`config.mk`:
```
export PLATFORM = sky130hd
export DESIGN_NAME = cdps_search
export DESIGN_NICKNAME = d
export VERILOG_FILES = /design/src/rtl/cdps_pkg.sv /design/src/rtl/cdps_search.sv
export SDC_FILE = /design/constraint.sdc
export NUM_CORES = 1
export LEC_CHECK = 0
export ABC_CLOCK_PERIOD_IN_PS = 8600
export BUFFER_PORTS_ARGS = -buffer_cell sky130_fd_sc_hd__buf_2
export CORE_ASPECT_RATIO = 0.9
export CORE_MARGIN = 5
export CORE_UTILIZATION = 51
export DETAILED_ROUTE_END_ITERATION = 7
export HOLD_SLACK_MARGIN = 0.12
export PLACE_DENSITY = 0.82
export SLEW_MARGIN = 0
export SYNTH_ARGS = -nofsm -noshare
export SYNTH_HDL_FRONTEND = slang
export SYNTH_SLANG_ARGS = --single-unit
```
`constraint.sdc`:
```
create_clock -name clk -period 8.6 [get_ports clk]
set_input_delay 1.72 -clock clk [delete_from_list [all_inputs] [get_ports clk]]
set_output_delay 1.72 -clock clk [all_outputs]
set_load 0.02 [all_outputs]
```
`src/rtl/cdps_pkg.sv`:
```
// ----------------------------------------------------------------------------
// cdps_pkg
// Shared widths, state types and status struct of the drain prefix search.
// ----------------------------------------------------------------------------
package cdps_pkg;

  localparam int VALUE_W         = 40;
  localparam int CAP_W           = 32;
  localparam int REMAIN_W        = 11;
  localparam int DEF_MAX_ENTRIES = 1024;

  localparam logic CMD_LOAD  = 1'b0;
  localparam logic CMD_QUERY = 1'b1;

  typedef enum logic [1:0] {
    ST_IDLE,
    ST_SEARCH,
    ST_RESULT
  } top_state_t;

  typedef enum logic [1:0] {
    SRCH_IDLE,
    SRCH_RUN,
    SRCH_DONE
  } srch_state_t;

  // status of the search unit towards the control
  typedef struct packed {
    logic done;
    logic found;
  } srch_stat_t;

endpackage

```
`src/rtl/cdps_search.sv`:
```
// ----------------------------------------------------------------------------
// cdps_search
// Upper-bound binary search over the prefix store, one memory read per step.
// ----------------------------------------------------------------------------
module cdps_search #(
  parameter int MAX_ENTRIES = cdps_pkg::DEF_MAX_ENTRIES,
  parameter int PREFIX_W    = 42,
  parameter int TOTAL_W     = 43
) (
  input  logic                               clk,
  input  logic                               rst_n,
  input  logic                               start,
  input  logic [TOTAL_W-1:0]                 limit,
  input  logic [$clog2(MAX_ENTRIES+1)-1:0]   count,
  output logic                               rd_en,
  output logic [$clog2(MAX_ENTRIES)-1:0]     rd_addr,
  input  logic [PREFIX_W-1:0]                rd_data,
  output cdps_pkg::srch_stat_t               stat,
  output logic [$clog2(MAX_ENTRIES+1)-1:0]   idx
);

  localparam int CNT_W  = $clog2(MAX_ENTRIES + 1);
  localparam int ADDR_W = $clog2(MAX_ENTRIES);

  cdps_pkg::srch_state_t state_r, state_nxt;
  logic [CNT_W-1:0]   lo_r, lo_nxt;
  logic [CNT_W-1:0]   hi_r, hi_nxt;
  logic [CNT_W-1:0]   cnt_r, cnt_nxt;
  logic [ADDR_W-1:0]  mid_r, mid_nxt;
  logic [TOTAL_W-1:0] limit_r, limit_nxt;

  logic             gt;
  logic [CNT_W-1:0] lo_step;
  logic [CNT_W-1:0] hi_step;
  logic [CNT_W-1:0] mid_step;

  always_ff @(posedge clk) begin
    if (!rst_n) begin
      state_r <= cdps_pkg::SRCH_IDLE;
    end else begin
      state_r <= state_nxt;
    end
  end

  always_ff @(posedge clk) begin
    lo_r    <= lo_nxt;
    hi_r    <= hi_nxt;
    cnt_r   <= cnt_nxt;
    mid_r   <= mid_nxt;
    limit_r <= limit_nxt;
  end

  always_comb begin
    // rd_data belongs to mid_r while running
    gt       = TOTAL_W'(rd_data) > limit_r;
    lo_step  = gt ? lo_r : (CNT_W'(mid_r) + CNT_W'(1));
    hi_step  = gt ? CNT_W'(mid_r) : hi_r;
    mid_step = lo_step + ((hi_step - lo_step) >> 1);

    state_nxt  = state_r;
    lo_nxt     = lo_r;
    hi_nxt     = hi_r;
    cnt_nxt    = cnt_r;
    mid_nxt    = mid_r;
    limit_nxt  = limit_r;
    rd_en      = 1'b0;
    rd_addr    = mid_r;
    stat.done  = 1'b0;
    stat.found = lo_r < cnt_r;

    case (state_r)
      cdps_pkg::SRCH_IDLE: begin
        if (start) begin
          lo_nxt    = '0;
          hi_nxt    = count;
          cnt_nxt   = count;
          limit_nxt = limit;
          mid_nxt   = ADDR_W'(count >> 1);
          if (count == '0) begin
            state_nxt = cdps_pkg::SRCH_DONE;
          end else begin
            rd_en     = 1'b1;
            rd_addr   = ADDR_W'(count >> 1);
            state_nxt = cdps_pkg::SRCH_RUN;
          end
        end
      end
      cdps_pkg::SRCH_RUN: begin
        lo_nxt = lo_step;
        hi_nxt = hi_step;
        if (lo_step < hi_step) begin
          mid_nxt = mid_step[ADDR_W-1:0];
          rd_en   = 1'b1;
          rd_addr = mid_step[ADDR_W-1:0];
        end else begin
          state_nxt = cdps_pkg::SRCH_DONE;
        end
      end
      cdps_pkg::SRCH_DONE: begin
        stat.done = 1'b1;
        state_nxt = cdps_pkg::SRCH_IDLE;
      end
      default: begin
        state_nxt = cdps_pkg::SRCH_IDLE;
      end
    endcase
  end

  assign idx = lo_r;

endmodule

```
==> impl_metrics.csv <==
group,metric,value,unit
outcome,status,"complete, no violations",
layout,num_antenna_cells,0,
timing,post-route-period-util,97.5,%
floorplanning,die_w,127,µm
layout,n_fill_cell,985,
layout,multi_input_area,3560,µm²
place,place.gp.congestion,0.932,
clock_network,root_buffer,"clkbuf_16",
place,portBuffers,122,
critical_path,cp_top_family,"simple AND/OR/NAND/NOR gates",
floorplanning,fp.dieArea,14700,µm²
detailed_routing,vias_per_cell,5.70,
clock_network,cts.sinks,88,
logic_synthesis,yosys.area_share.simple,15.5,%
critical_path,crit_buf_inv,5,
floorplanning,core,12100,µm²
grt,antenna_found_initial,0,
logic_synthesis,synth-xor-area-share,3.31,%
floorplanning,io_pins,123,
grt,grt_max_degree,39,
critical_path,cp-end-kind,"output port",
clock_network,htreeDepth,3,
detailed_routing,first_pass_iters,5,
logic_synthesis,yosysWarnings,0,
logic_synthesis,synthTopCellsByArea,"edfxtp_1, ha_1, a21oi_1, inv_1, nor2_1",
critical_path,worst_ep_required_time,6880,ps
clock_network,clk_path_buf_depth,2,
logic_synthesis,ys_types,62,
timing,worst-slew-pin-transition,684,ps
floorplanning,die_h,116,µm
layout,seq_area,2620,µm²
detailed_routing,drcViolationCount,0,
floorplanning,rows,38,
place,dpl.hpwl,12900,µm
logic_synthesis,synthFlopType,"edfxtp_1",
clock_network,clk_pin_slew,60,ps
detailed_routing,route.vias.total,5531,
critical_path,slowest_delay,440,ps
timing,setup_violations,0,
grt,grt_pass1_vias,5449,
layout,area_delta_synth_final,25.4,%
detailed_routing,drt-initial-drc-count,368,
layout,final_util,65.6,%
clock_network,cts_buffers,9,
logic_synthesis,synth_top_family_by_area,"compound AO/OA/AOI/OAI gates",
clock_network,holdBufCountCts,0,
timing,slew_headroom,54.4,%
grt,grtUsageTotal,22.2,%
logic_synthesis,syn-cell-area,6310,µm²
logic_synthesis,yosys-mux-area-fraction,3.47,%
critical_path,cp_max_fo,7,
logic_synthesis,synth_fa_ha_area_share,14.9,%
logic_synthesis,synth_edf_count,86,
detailed_routing,routedWlPerCell,17.3,µm
timing,final_hold_viol_count,0,
timing,fmax,119,MHz
detailed_routing,ant_nets,0,
critical_path,cp.arrival,6670,ps
logic_synthesis,synth_area_per_cell,9.90,µm²
timing,fin_crit,8390,ps
logic_synthesis,synth_compound_area_share,15.9,%
layout,final_nets,977,
grt,grt_pass1_wl,26000,µm
logic_synthesis,async_reset_ff_share,0,%
detailed_routing,drt-total-wl,16800,µm
logic_synthesis,synth_nets,810,
clock_network,cts_tree,"done",
hold_path,hp-class,"register to register",
logic_synthesis,yosysMostFrequentCell,"edfxtp_1",
grt,grt_overflow,0,
logic_synthesis,yosysTopAreaCell,"edfxtp_1",
logic_synthesis,syn_inst,638,
logic_synthesis,synth-seq-cells,88,
critical_path,worst_setup_path_start_kind,"input pin",
logic_synthesis,synth_common_cells,"edfxtp_1, inv_1, ha_1",
logic_synthesis,synth_top_area_share,40.9,%
clock_network,clock_latency,340,ps
critical_path,crit_path_top_delay_cell,"fa_2",
timing,fin_worst_skew,4.46,ps
critical_path,setup.worst_path.class,"input pin to output port",
flow_run,drv_cap,0,
floorplanning,initial_core_util,52.3,%
timing,maxSlewViolCount,0,
logic_synthesis,ys_seq_area_share,41.5,%
layout,drive_above_1_share,30.4,%
kinds of logic (layout without fill, tap and decap cells):
logic type | after synthesis | after routing
compound gates | 152 | 152
xor+xnor | 23 | 23
fa+ha+maj | 74 | 74
buf+inv | 89 | 261
flops | 88 | 88
mux | 20 | 20
simple gates | 192 | 192
cells in the final DEF, fill, tap and decap left out, drive strengths merged, types with 3 or more instances in the layout:
cell type,count
buf,172
edfxtp,86
inv,73
ha,71
nor2,68
a21oi,55
nand2,38
o21ai,30
xnor2,19
nand3,18
a21o,15
nor3,13
nand4,11
mux2i,11
clkbuf,11
a22oi,10
a211oi,10
mux2,9
nor2b,8
and3,7
nor4,6
nand2b,5
nor3b,5
o21bai,4
xor2,4
o211ai,4
clkinv,4
o31ai,3
and2,3
a211o,3
or2,3
a311oi,3
per-layer routing:
metal | share of wire, % | track usage, % | vias to the layer above
met4 | 2.2 | 7.08 | 0
met1 | 42 | 28.1 | 2607
met5 | 0 | 0 | -
li1 | - | - | 2667
met3 | 6.1 | 3.73 | 33
met2 | 50 | 39.0 | 224
per-stage QoR:
stage                     hold WS (ps)  TNS [ps]  setup slack, ps  instances  instance area (µm²)
after floorplan                    464         0             21.6        638                 6340
after global placement             501         0              131        949                 7420
after detailed placement           531     -2.77            -2.77        949                 7420
after CTS                          539         0             15.4        965                 7680
after global routing               580      -243             -104        970                 7920
final                              550         0              213        970                 7920
timing repair:
| action | CTS | global route |
|---|---|---|
| gates resized for setup | 1 | 45 |
| setup buffers | 0 | 5 |
| pin swaps | 0 | 23 |
| endpoints found under the setup margin | 1 | 6 |
registers in the layout, summed over array words and instances, names as in the netlist:
name     count
mid_r       10
idx         11
cnt_r       11
limit_r     43
state_r      2
hi_r        11
area by class of cell:
cell class	count	area share (%)
clock buffers	11	2.94
flip-flops and latches	88	33.1
multi-input cells	461	45.0
clock inverters	5	0.300
inverters	73	3.46
well taps	160	2.53
repair buffers	172	12.7
worst paths after layout:
check | slack [ps] | from | cells past startpoint | to
max | 210 | rd_data[22] | 30 | rd_addr[9]
min | 550 | state_r[1] | 1 | state_r[1]
max reg2reg | 3040 | limit_r[22] | 28 | mid_r[8]
min reg2reg | 550 | state_r[1] | 1 | state_r[1]
Power is left out: the tool's default activity adds up to more than one toggle a clock period on the data nets, which glitch-free logic cannot reach.
